$ cat config.mk
export PLATFORM = sky130hd
export DESIGN_NAME = tftp_read_transfer_sender_unit
export DESIGN_NICKNAME = d
export VERILOG_FILES = /design/src/rtl/tftp_rts_pkg.sv /design/src/rtl/tftp_rts_cfg.sv /design/src/rtl/tftp_rts_core.sv /design/src/rtl/tftp_read_transfer_sender_unit.sv
export SDC_FILE = /design/constraint.sdc
export NUM_CORES = 1
export LEC_CHECK = 0
export CAP_MARGIN = 20
export CORE_ASPECT_RATIO = 0.7
export CORE_MARGIN = 2
export CORE_UTILIZATION = 40
export CTS_CLUSTER_DIAMETER = 120
export DETAILED_ROUTE_END_ITERATION = 10
export DONT_BUFFER_PORTS = 1
export PLACE_DENSITY = 0.59
export SLEW_MARGIN = 15
export SYNTH_ARGS = -nofsm -noshare
export SYNTH_HDL_FRONTEND = slang
export SYNTH_SLANG_ARGS = --single-unit
$ cat constraint.sdc
create_clock -name clk -period 5.4 [get_ports clk]
set_input_delay 0 -clock clk [delete_from_list [all_inputs] [get_ports clk]]
set_output_delay 0 -clock clk [all_outputs]
set_load 0.01 [all_outputs]
$ cat src/rtl/tftp_rts_pkg.sv
`default_nettype none

package tftp_rts_pkg;

    // payload bytes per data block
    localparam int unsigned BLOCK_BYTES = 512;
    localparam logic [31:0] BLOCK_BYTES_W = 32'(BLOCK_BYTES);
    localparam int unsigned DLEN_W = 10;

    // event kinds
    localparam logic [1:0] CMD_REQUEST = 2'd0;
    localparam logic [1:0] CMD_XFER    = 2'd1;
    localparam logic [1:0] CMD_TIMEOUT = 2'd2;

    // packet opcodes
    localparam logic [15:0] OP_RRQ = 16'd1;
    localparam logic [15:0] OP_WRQ = 16'd2;
    localparam logic [15:0] OP_ACK = 16'd4;

    // shortest packet that carries a header
    localparam logic [10:0] MIN_PKT_LEN = 11'd4;

    // send actions
    localparam logic [1:0] ACT_NONE  = 2'd0;
    localparam logic [1:0] ACT_DATA  = 2'd1;
    localparam logic [1:0] ACT_ERROR = 2'd2;
    localparam logic [1:0] ACT_ABORT = 2'd3;

    // error codes
    localparam logic [1:0] ERR_NONE      = 2'd0;
    localparam logic [1:0] ERR_NOT_FOUND = 2'd1;
    localparam logic [1:0] ERR_NO_WRITE  = 2'd2;

    // register map, index in bits [2] of the byte address
    localparam int unsigned PADDR_W = 3;
    localparam logic REG_FILE_SIZE   = 1'b0;
    localparam logic REG_RETRY_LIMIT = 1'b1;

    localparam logic [31:0] FILE_SIZE_RST   = 32'd0;
    localparam logic [3:0]  RETRY_LIMIT_RST = 4'd5;

    typedef struct packed {
        logic [1:0]  cmd;
        logic [15:0] pkt_opcode;
        logic [15:0] pkt_block;
        logic [10:0] pkt_length;
    } evt_t;

    typedef struct packed {
        logic [1:0]        action;
        logic [15:0]       out_block;
        logic [31:0]       data_offset;
        logic [DLEN_W-1:0] data_length;
        logic [1:0]        error_code;
        logic              transfer_done;
    } snd_t;

    typedef struct packed {
        logic [31:0] file_size;
        logic [3:0]  retry_limit;
    } cfg_t;

endpackage

`default_nettype wire

$ cat src/rtl/tftp_rts_cfg.sv
`default_nettype none

module tftp_rts_cfg
    import tftp_rts_pkg::*;
(
    input  wire logic               clk,
    input  wire logic               rst_n,
    input  wire logic               psel,
    input  wire logic               penable,
    input  wire logic               pwrite,
    input  wire logic [PADDR_W-1:0] paddr,
    input  wire logic [31:0]        pwdata,
    output logic      [31:0]        prdata,
    output cfg_t                    cfg
);

    logic [31:0] file_size_reg;
    logic [3:0]  retry_limit_reg;
    logic        wr_en;

    assign wr_en = psel && penable && pwrite;

    // register writes
    always_ff @(posedge clk or negedge rst_n)
    begin
        if (!rst_n)
        begin
            file_size_reg   <= FILE_SIZE_RST;
            retry_limit_reg <= RETRY_LIMIT_RST;
        end
        else if (wr_en)
        begin
            if (paddr[2] == REG_FILE_SIZE)
            begin
                file_size_reg <= pwdata;
            end
            else
            begin
                retry_limit_reg <= pwdata[3:0];
            end
        end
    end

    // register reads
    always_comb
    begin
        if (paddr[2] == REG_RETRY_LIMIT)
        begin
            prdata = {28'd0, retry_limit_reg};
        end
        else
        begin
            prdata = file_size_reg;
        end
    end

    assign cfg.file_size   = file_size_reg;
    assign cfg.retry_limit = retry_limit_reg;

endmodule

`default_nettype wire

$ cat src/rtl/tftp_rts_core.sv
`default_nettype none

module tftp_rts_core
    import tftp_rts_pkg::*;
(
    input  wire logic clk,
    input  wire logic rst_n,
    input  wire cfg_t cfg,
    input  wire logic fire,
    input  wire evt_t item,
    output snd_t      result,
    output logic      busy
);

    logic        busy_reg, busy_next;
    logic [15:0] block_reg, block_next;
    logic [31:0] bytes_reg, bytes_next;
    logic [3:0]  attempts_reg, attempts_next;

    logic              len_ok;
    logic              remaining;
    logic [31:0]       left;
    logic [31:0]       left_after;
    logic              last_block;
    logic [31:0]       bytes_after_ack;
    logic [15:0]       block_inc;
    logic [DLEN_W-1:0] cur_len;
    logic [DLEN_W-1:0] next_len;
    logic [DLEN_W-1:0] first_len;
    logic              ack_match;
    logic              whole_blocks;

    // block geometry from the current position
    assign len_ok     = item.pkt_length >= MIN_PKT_LEN;
    assign remaining  = cfg.file_size > bytes_reg;
    assign left       = cfg.file_size - bytes_reg;
    assign left_after = left - BLOCK_BYTES_W;
    assign last_block = !remaining || (left <= BLOCK_BYTES_W);
    assign block_inc  = block_reg + 16'd1;

    assign cur_len   = !remaining ? '0 :
                       (left < BLOCK_BYTES_W) ? left[DLEN_W-1:0] : BLOCK_BYTES_W[DLEN_W-1:0];
    assign next_len  = (left_after < BLOCK_BYTES_W) ? left_after[DLEN_W-1:0]
                                                     : BLOCK_BYTES_W[DLEN_W-1:0];
    assign first_len = (cfg.file_size < BLOCK_BYTES_W) ? cfg.file_size[DLEN_W-1:0]
                                                        : BLOCK_BYTES_W[DLEN_W-1:0];

    always_comb
    begin
        if (!remaining)
        begin
            bytes_after_ack = bytes_reg;
        end
        else if (left <= BLOCK_BYTES_W)
        begin
            bytes_after_ack = cfg.file_size;
        end
        else
        begin
            bytes_after_ack = bytes_reg + BLOCK_BYTES_W;
        end
    end

    assign ack_match = (item.cmd == CMD_XFER) && len_ok && (item.pkt_opcode == OP_ACK)
                       && (item.pkt_block == block_reg);
    assign whole_blocks = (cfg.file_size % BLOCK_BYTES) == 0;

    // next state and result for one event
    always_comb
    begin
        busy_next     = busy_reg;
        block_next    = block_reg;
        bytes_next    = bytes_reg;
        attempts_next = attempts_reg;
        result        = '0;
        if (!busy_reg)
        begin
            if ((item.cmd == CMD_REQUEST) && len_ok)
            begin
                if (item.pkt_opcode == OP_RRQ)
                begin
                    if (cfg.file_size == '0)
                    begin
                        result.action     = ACT_ERROR;
                        result.error_code = ERR_NOT_FOUND;
                    end
                    else
                    begin
                        busy_next          = 1'b1;
                        block_next         = 16'd1;
                        bytes_next         = '0;
                        attempts_next      = 4'd1;
                        result.action      = ACT_DATA;
                        result.out_block   = 16'd1;
                        result.data_offset = '0;
                        result.data_length = first_len;
                    end
                end
                else if (item.pkt_opcode == OP_WRQ)
                begin
                    result.action     = ACT_ERROR;
                    result.error_code = ERR_NO_WRITE;
                end
            end
        end
        else if (ack_match)
        begin
            block_next = block_inc;
            bytes_next = bytes_after_ack;
            if (last_block)
            begin
                busy_next            = 1'b0;
                attempts_next        = '0;
                result.transfer_done = 1'b1;
                if (whole_blocks)
                begin
                    result.action      = ACT_DATA;
                    result.out_block   = block_inc;
                    result.data_offset = bytes_after_ack;
                end
            end
            else
            begin
                attempts_next      = 4'd1;
                result.action      = ACT_DATA;
                result.out_block   = block_inc;
                result.data_offset = bytes_after_ack;
                result.data_length = next_len;
            end
        end
        else if ((item.cmd == CMD_XFER) || (item.cmd == CMD_TIMEOUT))
        begin
            if (attempts_reg >= cfg.retry_limit)
            begin
                busy_next        = 1'b0;
                result.action    = ACT_ABORT;
                result.out_block = block_reg;
            end
            else
            begin
                attempts_next      = attempts_reg + 4'd1;
                result.action      = ACT_DATA;
                result.out_block   = block_reg;
                result.data_offset = bytes_reg;
                result.data_length = cur_len;
            end
        end
    end

    // transfer state
    always_ff @(posedge clk or negedge rst_n)
    begin
        if (!rst_n)
        begin
            busy_reg     <= 1'b0;
            block_reg    <= 16'd1;
            bytes_reg    <= '0;
            attempts_reg <= '0;
        end
        else if (fire)
        begin
            busy_reg     <= busy_next;
            block_reg    <= block_next;
            bytes_reg    <= bytes_next;
            attempts_reg <= attempts_next;
        end
    end

    assign busy = busy_reg;

endmodule

`default_nettype wire

$ cat src/rtl/tftp_read_transfer_sender_unit.sv
`default_nettype none

// TFTP read transfer sender, server side, stop-and-wait.
// evt channel: one item per received packet header or receive timeout
// (cmd, opcode, block number, length). snd channel: one item per event,
// telling the packet engine to send a data block, send an error, report
// an abort, or do nothing; transfer_done marks the completing event.
// Both channels use valid/ready; an item moves when both are high.
// Path: an event item is captured in the input register, the core computes
// its result, and the result is captured in the output register.
// Throughput: one item per cycle while the receiver does not stall, with
// the core's state update between the two registers.
// When the receiver stalls, the result holds in the output register and
// one more event waits in the input register; then evt_ready drops.
// Configuration goes through the APB port: file_size at 0x0, retry_limit
// at 0x4; write only while no item is in flight.
// Reset clears both registers' valid bits and puts the transfer state idle
// with block 1; file_size resets to 0 and retry_limit to 5.
module tftp_read_transfer_sender_unit
    import tftp_rts_pkg::*;
(
    input  wire logic               clk,
    input  wire logic               rst_n,
    input  wire logic               psel,
    input  wire logic               penable,
    input  wire logic               pwrite,
    input  wire logic [PADDR_W-1:0] paddr,
    input  wire logic [31:0]        pwdata,
    output logic      [31:0]        prdata,
    output logic                    pready,
    input  wire logic               evt_valid,
    output logic                    evt_ready,
    input  wire evt_t               evt,
    output logic                    snd_valid,
    input  wire logic               snd_ready,
    output snd_t                    snd
);

    cfg_t cfg;
    logic evt_valid_reg;
    evt_t evt_reg;
    logic snd_valid_reg;
    snd_t snd_reg;
    snd_t result;
    logic busy;
    logic advance;
    logic fire;

    assign pready = 1'b1;

    tftp_rts_cfg u_cfg (
        .clk     (clk),
        .rst_n   (rst_n),
        .psel    (psel),
        .penable (penable),
        .pwrite  (pwrite),
        .paddr   (paddr),
        .pwdata  (pwdata),
        .prdata  (prdata),
        .cfg     (cfg)
    );

    // pipeline flow control
    assign advance   = !snd_valid_reg || snd_ready;
    assign evt_ready = !evt_valid_reg || advance;
    assign fire      = evt_valid_reg && advance;

    tftp_rts_core u_core (
        .clk    (clk),
        .rst_n  (rst_n),
        .cfg    (cfg),
        .fire   (fire),
        .item   (evt_reg),
        .result (result),
        .busy   (busy)
    );

    // input register valid
    always_ff @(posedge clk or negedge rst_n)
    begin
        if (!rst_n)
        begin
            evt_valid_reg <= 1'b0;
        end
        else if (evt_ready)
        begin
            evt_valid_reg <= evt_valid;
        end
    end

    // input register payload
    always_ff @(posedge clk)
    begin
        if (evt_valid && evt_ready)
        begin
            evt_reg <= evt;
        end
    end

    // output register valid
    always_ff @(posedge clk or negedge rst_n)
    begin
        if (!rst_n)
        begin
            snd_valid_reg <= 1'b0;
        end
        else if (advance)
        begin
            snd_valid_reg <= evt_valid_reg;
        end
    end

    // output register payload
    always_ff @(posedge clk)
    begin
        if (fire)
        begin
            snd_reg <= result;
        end
    end

    assign snd_valid = snd_valid_reg;
    assign snd       = snd_reg;

    // an abort leaves the block idle
    assert property (@(posedge clk) disable iff (!rst_n)
        (fire && (result.action == ACT_ABORT)) |=> !busy)
        else $error("transfer still busy after abort");

    // a completed transfer leaves the block idle
    assert property (@(posedge clk) disable iff (!rst_n)
        (fire && result.transfer_done) |=> !busy)
        else $error("transfer still busy after completion");

    // data blocks never exceed the block size
    assert property (@(posedge clk) disable iff (!rst_n)
        (snd_valid_reg && (snd_reg.action == ACT_DATA))
            |-> ({22'd0, snd_reg.data_length} <= BLOCK_BYTES_W))
        else $error("data block longer than block size");

    // error items carry a real error code
    assert property (@(posedge clk) disable iff (!rst_n)
        (snd_valid_reg && (snd_reg.action == ACT_ERROR))
            |-> ((snd_reg.error_code == ERR_NOT_FOUND)
                 || (snd_reg.error_code == ERR_NO_WRITE)))
        else $error("error item without error code");

endmodule

`default_nettype wire
After elaboration in Yosys (flattened, before gate mapping). Cells that the tools add are included.

Flip-flop bits (word level): 199. Bits of input ports: 87. Output and inout port bits: 98. Word-level logic and storage cells: 118.

Add/subtract/negate cells: 5. $lt $le $gt $ge: 7. Equality and inequality tests: 10. Multiplexer cells: 50. Bitwise operators: 2. Reductions and logical operators: 26.

Operator list (number): 2-to-1 mux 32 bit (8); 2-to-1 mux 60 bit (3); 2-to-1 mux 49 bit (2); < comparator 32 x 10 -> 1 bit, second input constant (3); 2-to-1 mux 43 bit (2); 2-to-1 mux 16 bit (5); zero test 32 bit (2); 2-to-1 mux 62 bit (1); 2-to-1 mux 10 bit (5); 2-to-1 mux 42 bit (1); adder 32 x 10 -> 32 bit, second input constant (1); greater-than comparator 32 bit (1); less-or-equal comparator 32 x 10 -> 1 bit, second input constant (1); subtractor 32 x 10 -> 32 bit, second input constant (1); subtractor 32 bit (1); 2-to-1 mux 4 bit (7); 2-to-1 mux 18 bit (1); adder 16 x 1 -> 16 bit, second input constant (1); == test 16 x 1 -> 1 bit, second input constant (1); == test 16 bit (1); == test 16 x 2 -> 1 bit, second input constant (1); == test 16 x 3 -> 1 bit, second input constant (1); >= comparator 11 x 3 -> 1 bit, second input constant (1); 2-to-1 mux 1 bit (11); other kinds (18) (38).

Logic depth before layout (Yosys ltp). Gate-level depths: netlist (run 1).

Depth after elaboration: 8. Depth in mapped cells: 21. Mapped depth without buffers: 19.

Hierarchy. From an unflattened synthesis (run 1), not the netlist that was laid out.

Cell total of the unflattened synthesis: 1267. Area total of the unflattened synthesis: 12185.4 um^2.

By module, submodules not included: tftp_rts_core (instances 1, cells each 1037, area each 7109.3 um^2, sequential area each 1327.5 um^2); tftp_read_transfer_sender_unit (instances 1, cells each 118, area each 3358.2 um^2, sequential area each 3293.2 um^2); tftp_rts_cfg (instances 1, cells each 112, area each 1717.9 um^2, sequential area each 903.4 um^2).

Least setup slack after synthesis (run 1). Ideal clock, no wire load.

Path kind: reg-to-reg. Start point: reg u_cfg.file_size_reg[3]. End point: reg snd_reg (netlist bit snd[5]), data pin. Library setup time: 0.257 ns. Arrival time: 4.365 ns. Data required time: 5.143 ns. Slack: 0.779 ns. Cell stages (with the launch flop): 18. Buffers on the path: 2. Clock period less this slack: 4.621 ns. Cell sequence: dfrtp_1 ha_1 a21o_1 a21oi_1 a21oi_1 mux2i_1 a2111oi_1 ha_1 nand3_1 a2111o_1 nor4b_1 o211ai_1 or4b_4 buf_6 and4_1 a32o_1 buf_2 a32o_1.

RTL lines: from (decl) (RTL line tftp_rts_cfg.sv:17) `logic [31:0] file_size_reg;`; from (signal assigned) (RTL line tftp_rts_cfg.sv:35) `file_size_reg <= pwdata;`; to (signal assigned) (RTL line tftp_read_transfer_sender_unit.sv:118) `snd_reg <= result;`; to (decl) (RTL line tftp_read_transfer_sender_unit.sv:43) `snd_t snd_reg;`.

Worst setup path after layout (run 1).
Start point: reg u_cfg.file_size_reg[0]. End point: reg u_core.bytes_reg[2].

Word-level cells in the longest chain between the ends: 6. Elaborated cells on any way between the ends: 10. Those cells by class: 1 x add/sub; 2 x order compare; 1 x eq/ne; 4 x mux; 2 x reduce/logical.

RTL lines: subtractor 32 bit (RTL line tftp_rts_core.sv:36) `assign left = cfg.file_size - bytes_reg;`; less-or-equal comparator 32 x 10 -> 1 bit (RTL line tftp_rts_core.sv:54) `else if (left <= BLOCK_BYTES_W)`; 2-to-1 mux 32 bit (RTL line tftp_rts_core.sv:54); 2-to-1 mux 32 bit (RTL line tftp_rts_core.sv:50) `if (!remaining)`; 2-to-1 mux 32 bit (RTL line tftp_rts_core.sv:106) `else if (ack_match)`; 2-to-1 mux 32 bit (RTL line tftp_rts_core.sv:76) `if (!busy_reg)`; to (signal assigned) (RTL line tftp_rts_core.sv:164) `bytes_reg <= bytes_next;`; to (decl) (RTL line tftp_rts_core.sv:17) `logic [31:0] bytes_reg, bytes_next;`.

Parallel ways exist; a longest one is shown, timed or not. The select of a mux whose other input is x is not followed. A chain may end at the register's enable or synchronous reset.

==> key figures, run 1 <==
Floorplanning
  – Die width: 211 µm
  – Die Y-Extent: roughly 150 µm
  – Initial core utilization: 0.404
  – Die area: 31500 µm²
  – Placeable Area: 29800 µm²
  – Std-Cell Rows: 53
  – # IOs: roughly 190

Min path
  – Min-delay src: paddr[2]
  – Min-Delay Path Class: input pin to output port
  – Hold depth: 1
  – WHS Endpoint: prdata[4]

Critical path
  – Worst Path Buf+Inv: 3
  – R2R cell count: 20
  – WS Path Type: flip-flop to flip-flop
  – Max FO, Critical Path: 10
  – CP cell instances: inv_1, ha_1, fa_1, nand2b_1, a21oi_2, o21ai_2, o21ai_0, xor2_1, inv_1, ha_1, nand3_1, a2111o_1, nor4b_2, o211ai_1, or4b_4, nor2_2, buf_4, o21bai_1, nand2_1, nand2_1
  – Element type at the critical path end: flip-flop
  – Crit path launch type: flip-flop
  – Crit-path leading delay family: simple AND/OR/NAND/NOR gates
  – Worst EP required: 5740 ps
  – Worst r2r dst: u_core.bytes_reg[2]
  – Reg2reg setup slack: 330 ps
  – Largest stage delay on the critical path: 570 ps
  – CP arrival: 5420 ps
  – Worst r2r src: u_cfg.file_size_reg[0]
  – Slowest stage cell, crit path: or4b_4

Power and ir drop
  – Pwr per Cell Area: 334 nW/µm²
  – Lkg Pwr: 5.33 nW
  – Peak VDD IR: 0.194 mV

STA
  – RSZ-0062 raised after global routing: no
  – Max-slew violation count: 0
  – Final hold vios: 0
  – Worst slew pin tran: 1050 ps
  – Setup TNS: 0 ps
  – Final setup vio count: 0
  – Final worst-path cycle share: 0.939
  – Setup Skew: ~9.1 ps
  – Setup ws final: 327 ps
  – Slew HR: 0.301
  – Tmin final: 5070 ps
  – F_max: 197 MHz

Layout
  – Proportion of layout cells with a drive suffix above 1: 0.108
  – Layout Area Growth over Synthesis: 16.9%
  – Final #Nets: 1487
  – Area occupied by multi-input gates: 6070 µm²
  – Flip-flop count of the largest register after layout: 63
  – Antenna Cells: 0
  – Sequential Area: 5460 µm²
  – FILL cells: about 2800

Logic synthesis
  – Mapped Nets: between 1000 and 1500
  – Syn Area/Cell: 9.40 µm²
  – Register area share after synthesis: 0.454
  – Post-synthesis cell count: 1281
  – Asr flop ratio synth: 0.462
  – EDFF count, synth: 106
  – Adder-cell area share of the yosys netlist: 0.0463
  – Synth Area in Simple Gates: 0.198
  – Largest family of logic cells by synthesized area: simple AND/OR/NAND/NOR gates
  – Yosys warning total: 0
  – Synth Area in Compound Gates: 0.184
  – Cell variety after synth: 89
  – Cell area after synthesis: between 10000 and 15000 µm²
  – Synth Register Bits: 197
  – Mux cell area share after synthesis: 0.0450
  – Post-Synth XOR/XNOR Area: 0.0288
  – Commonest register cell after synthesis: edfxtp_1

Route
  – Routed WL: between 30 and 40 mm
  – Residual DRC: 0
  – Routed Antenna Nets: 0
  – First-pass DRT Iterations: 5
  – DR vias/cell: 5.90
  – Vias: 10350
  – Drt first-iter violations: about 1000
  – Avg WL per Cell: 21.5 µm

Clock network
  – CTS tree: yes
  – Root Driver: clkbuf_16
  – CTS buffer count: 17
  – Later-pin clock latency in the skew report: 460 ps
  – Clock buffer depth: 2
  – Clk pin slew, worst setup/hold paths: 70 ps
  – Max H-tree Level: 4
  – Clk sinks: 197
  – Post-CTS setup buffers: 0

Status
  – Status: complete, no violations

Global routing
  – Overflow after GRT: 0
  – GRT Util Overall: 0.240
  – Initial antenna violation count: 1
  – Vias in the first global route: 9633
  – Largest net degree at the start of global routing: 92
  – First-pass GRT wire length: about 58 mm

Run
  – Max-Cap Viols: 0

Placed design
  – DP Worst Slack: 275 ps
  – Buffers on Ports: 0
  – RePlAce Congestion: 0.915
  – Post-detail-place hpwl: 27.5 mm
layout make-up:
type	count	area share
multi-input cells	954	0.431
inverters	59	0.0157
repair buffers	127	0.0857
well taps	385	0.0342
flip-flops and latches	197	0.388
clock inverters	12	0.0136
clock buffers	20	0.0317
per-stage QoR:
| step | cells | total power, mW | instance area (µm²) | util | hold slack, ps |
|---|---|---|---|---|---|
| floorplan | 1281 | 2.80 | 12000 | - | -296 |
| global placement | 1638 | 3.21 | 12600 | 0.421 | -294 |
| detailed placement | 1638 | 3.21 | 12600 | 0.421 | -293 |
| CTS | 1754 | 4.70 | 14100 | 0.471 | 54.1 |
| global route | 1754 | 4.93 | 14100 | 0.472 | 55.8 |
| finish | 1754 | 4.70 | 14100 | 0.472 | 50.5 |
cells in the mapped netlist (13+ instances only):
| cell type | count | area [µm²] |
|---|---|---|
| a31oi_1 | 19 | 119 |
| clkbuf_1 | 48 | 180 |
| inv_1 | 57 | 214 |
| nor3_1 | 32 | 160 |
| and3_1 | 20 | 125 |
| a21oi_1 | 78 | 390 |
| nand2b_1 | 13 | 81.3 |
| nand4_1 | 22 | 138 |
| xor2_1 | 22 | 193 |
| nor2_1 | 95 | 357 |
| o21ai_1 | 13 | 65.1 |
| nor4_1 | 18 | 113 |
| nand2_1 | 133 | 499 |
| xnor2_1 | 15 | 131 |
| ha_1 | 43 | 538 |
| mux2_2 | 41 | 462 |
| a22o_1 | 13 | 114 |
| o22ai_1 | 15 | 93.8 |
| buf_2 | 14 | 70.1 |
| edfxtp_1 | 106 | 3180 |
| nor2b_1 | 32 | 200 |
| dfrtp_1 | 88 | 2200 |
| o21ai_0 | 97 | 485 |
| nand3_1 | 54 | 270 |
placed cells by master, fill, tap and decap left out, types with 12 or more instances in the layout:
cell type        n
nand2_1        132
edfxtp_1       106
o21ai_0         97
nor2_1          95
dfrtp_1         88
dlygate4sd3_1   83
a21oi_1         78
inv_1           56
nand3_1         54
ha_1            43
mux2_2          41
buf_4           41
nor2b_1         32
nor3_1          32
xor2_1          22
nand4_1         22
and3_1          20
a31oi_1         19
nor4_1          18
clkbuf_16       17
xnor2_1         15
o22ai_1         15
nand2b_1        13
o21ai_1         13
a22o_1          13
o21a_1          12
or3_1           12
o31ai_1         12
kinds of logic after synthesis:
| logic type | after synthesis |
|---|---|
| AOI/OAI and AO/OA | 344 |
| xor gates and xnor gates | 38 |
| adders and majority gates | 44 |
| buffers and inverters | 130 |
| DFF | 197 |
| muxes | 49 |
| other | 1 |
| and+or+nand+nor | 478 |
how the worst max path moves through the flow:
stage | slack [ps] | start | end | depth (start not counted)
final | 330 | u_cfg.file_size_reg[0] | u_core.bytes_reg[2] | 20
after global routing | 80 | u_cfg.file_size_reg[0] | u_core.bytes_reg[8] | 20
after CTS | 230 | u_cfg.file_size_reg[0] | u_core.bytes_reg[2] | 20
after detailed placement | 270 | u_cfg.file_size_reg[0] | u_core.bytes_reg[8] | 20
after global placement | 350 | u_cfg.file_size_reg[0] | u_core.bytes_reg[8] | 20
after floorplan | 780 | u_cfg.file_size_reg[3] | snd[5] | 17
power breakdown:
part | switching [mW] | leakage [nW] | internal [mW] | total [mW]
logic | 0.899 | 2.78 | 0.565 | 1.46
clock network | 0.612 | 0.309 | 0.798 | 1.41
registers | 0.117 | 2.24 | 1.71 | 1.83
total | 1.63 | 5.33 | 3.07 | 4.70
metal layers:
layer  track usage  wire [µm]  vias to the layer above
met4        0.0613        570                        0
li1              -          -                     4864
met2         0.332      15500                      409
met1         0.368      18400                     5040
met5             0          0                        -
met3        0.0623       3250                       37
timing repair:
| action | CTS | global route |
|---|---|---|
| hold buffers | 84 | 0 |
| endpoints found under the setup margin | 0 | 43 |
| resized for setup | 0 | 2 |
| hold endpoints to repair | 172 | 0 |
Note: power is estimated with default switching activity, not from simulation.
==> run 2: changes to the inputs <==
Settings changed: ABC_AREA from default to 1, CORE_ASPECT_RATIO 0.7 to 1.2.
==> key figures, run 2 <==
Status
  – Status: complete, no violations

Clock network
  – Later-pin clock latency in the skew report: 450 ps (about the same)
  – Clk sinks: 197 (unchanged)
  – Post-CTS setup buffers: 0 (unchanged)
  – Clock buffer depth: 2 (unchanged)
  – Post-CTS Resized: 0 (unchanged)
  – Max H-tree Level: 4 (unchanged)
  – Clk pin slew, worst setup/hold paths: 70 ps (about the same)
  – CTS buffer count: 17 (unchanged)
  – CTS tree: yes
  – Root Driver: clkbuf_16

Floorplanning
  – Die Y-Extent: 201 µm (+35%)
  – Initial core utilization: 0.404 (+0.000537)
  – Placeable Area: 32100 µm² (+7.5%)
  – # IOs: 185 (unchanged)
  – Die area: 33900 µm² (+7.4%)
  – Std-Cell Rows: 72 (+36%)
  – Die width: 168 µm (-20%)

Layout
  – Layout Area Growth over Synthesis: 14.8%
  – Final Cell Area: 14900 µm² (+5.7%)
  – Final #Nets: 1970 (+32%)
  – FILL cells: 3213 (+14%)
  – Final std cells w/o fill: 2259 (+29%)
  – Flip-flop count of the largest register after layout: 63 (unchanged)
  – Proportion of layout cells with a drive suffix above 1: 0.0680 (-0.0401)
  – Antenna Cells: 0 (unchanged)
  – Commonest non-fill, non-tap cell in the layout: nand2_1
  – Most frequent cells in the layout: nand2_1 (498), inv_1 (272), nor2_1 (196)

Global routing
  – First-pass GRT wire length: 61.9 mm (+7.5%)
  – Vias in the first global route: 11354 (+18%)
  – Largest net degree at the start of global routing: 92 (unchanged)
  – Overflow after GRT: 0 (unchanged)
  – GRT Util Overall: 0.237 (-0.00369)
  – Initial antenna violation count: 0 (-1)

STA
  – Final worst-path cycle share: 0.827 (-0.112)
  – Worst slew pin tran: 967 ps (-82.1 ps)
  – Setup ws final: 932 ps (+605 ps)
  – Slew HR: 0.355 (+0.0538)
  – F_max: 224 MHz (+14%)
  – Tmin final: 4470 ps (-605 ps)
  – Final hold vios: 0 (unchanged)
  – Setup TNS: 0 ps (unchanged)
  – RSZ-0062 raised after global routing: no
  – Max-slew violation count: 0 (unchanged)
  – Setup Skew: 13.7 ps (+4.59 ps)
  – Final setup vio count: 0 (unchanged)

Route
  – Residual DRC: 0 (unchanged)
  – Avg WL per Cell: 17.7 µm (-18%)
  – Drt first-iter violations: 781 (-25%)
  – First-pass DRT Iterations: 5 (unchanged)
  – Vias: 11849 (+14%)
  – Routed WL: 39.9 mm (+5.9%)
  – Routed Antenna Nets: 0 (unchanged)
  – DR vias/cell: 5.25 (-11%)

Logic synthesis
  – Mapped Nets: 1888 (+34%)
  – Synth top cells by count: nand2_1 (499), inv_1 (274), nor2_1 (197)
  – Asr flop ratio synth: 0.462 (unchanged)
  – Commonest register cell after synthesis: edfxtp_1
  – Cell variety after synth: 51 (-43%)
  – Register area share after synthesis: 0.422 (-0.0321)
  – Yosys warning total: 0 (unchanged)
  – Syn Area/Cell: 7.38 µm² (-22%)
  – Synth Register Bits: 197 (unchanged)
  – Post-synthesis cell count: 1757 (+37%)
  – Synth top area cells: edfxtp_1 (25%), dfrtp_1 (17%), nand2_1 (14%)
  – EDFF count, synth: 106 (unchanged)
  – Area leader, netlist: edfxtp_1
  – Area share of the largest cell type after synthesis: 0.246 (-0.0187)
  – Cell with the most instances after synthesis: nand2_1
  – Cell area after synthesis: 13000 µm² (+7.6%)

Critical path
  – Max FO, Critical Path: 43 (+33)
  – Element type at the critical path end: flip-flop
  – CP arrival: 4630 ps (-790 ps)
  – WS Path Type: flip-flop to flip-flop
  – Crit path launch type: flip-flop
  – Worst EP required: 5560 ps (-180 ps)

Power and ir drop
  – Pwr per Cell Area: 462 nW/µm² (+38%)
  – Peak VDD IR: 0.211 mV (+9.0%)
  – Lkg Pwr: 6.91 nW (+30%)
  – Total Power: 6.87 mW (+46%)

Placed design
  – RePlAce Congestion: 0.932 (+1.9%)
  – Buffers on Ports: 0 (unchanged)
  – Placed Cells: 2138 (+31%)
  – Placed Instance Area: 13400 µm² (+6.5%)
  – DP Worst Slack: 1060 ps (+786 ps)
  – Post-detail-place hpwl: 29.9 mm (+8.7%)

Run
  – Max-Cap Viols: 0 (unchanged)

Min path
  – Min-Delay Path Class: input pin to flip-flop
[run 2: cell types whose count changed in the layout (fill, tap and decap cells not counted), sizes merged, moves of 19 or more]
cell   delta
buf      -33
mux2     -41
inv     +233
nand3    +54
nand2   +383
and3     -19
o22ai    +64
o21ai    -47
nor2b    -32
a21oi    -28
nor2    +120
[run 2: logic make-up (layout without fill, tap and decap cells)]
| logic type | count (synthesis) | after routing | share of synthesized area |
|---|---|---|---|
| buffers and inverters | 326 | 421 | 0.0984 |
| AOI/OAI and AO/OA | 220 | 220 | 0.103 |
| adders and majority gates | 44 | 44 | 0.0431 |
| xor gates and xnor gates | 36 | 36 | 0.0243 |
| DFF | 197 | 197 | 0.422 |
| and+or+nand+nor | 933 | 933 | 0.309 |
| other | 1 | 1 | 0.000289 |
[run 2: path summary, 6_finish.rpt]
check	startpoint	endpoint	slack, ps	depth (start not counted)
worst max register to register	u_core.bytes_reg[9]	snd[37]	930	26
min in group asynchronous	rst_n	u_cfg.file_size_reg[15]	180	2
worst min-delay path	paddr[2]	u_cfg.file_size_reg[10]	40	3
worst min register to register	u_core.attempts_reg[3]	u_core.attempts_reg[3]	490	1
worst max-delay path	u_core.bytes_reg[9]	snd[37]	930	26
max in group asynchronous	rst_n	u_cfg.retry_limit_reg[0]	4820	2
[run 2: per-layer routing]
metal	vias up	GRT usage	part of all wire	routed length (µm)
li1	5892	-	-	-
met1	5556	0.288	0.42	16600
met2	335	0.412	0.49	19700
met3	66	0.0474	0.055	2180
met4	0	0.0927	0.035	1400
met5	-	0	0	0
[run 2: worst max-delay path, cell delays in order, from the launching register on]
cell     delay [ps]
dfrtp_1         390
inv_1           130
ha_1            400
nand2_1         110
nor2_1          320
nand3_1         170
nand4_1         130
nand2_1          90
inv_1            90
ha_1            170
nand3_1          80
nor2_1          130
nand2_1          70
nor2_1           80
nand2_1          60
nor2_1          190
nand3_1         110
nor2_1          180
nand3_1         150
nand2_2         120
nand2_4         340
inv_2           340
nand2_1          90
nand2_1          70
inv_1            50
nand2_2          60
o22ai_1          60
[run 2: area by class of cell]
type / count / area [µm²] / share of cell area
inverter: 290 / 1090 / 0.0732
sequential: 197 / 5460 / 0.367
clock buffer: 18 / 429 / 0.0289
clock inverter: 14 / 155 / 0.0104
tap: 407 / 509 / 0.0342
timing repair buffer: 99 / 996 / 0.0670
multi-input combinational: 1234 / 6230 / 0.419
[run 2: power breakdown]
part	switching, mW	internal, mW	total, mW
Clock	0.640	0.660	1.30
Sequential	0.260	1.87	2.14
Combinational	2.34	1.09	3.43
[run 2: timing repair]
| action | CTS | global route |
|---|---|---|
| hold endpoints to repair | 173 | 0 |
| hold buffers | 89 | 0 |
| setup endpoints to repair | 0 | 0 |
[run 2: stage by stage]
stage               hold WS [ps]  utilization
global route                52.1        0.464
floorplan                   -296            -
detailed placement          -294        0.417
finish                      39.3        0.464
CTS                         20.5        0.464
global placement            -293        0.417
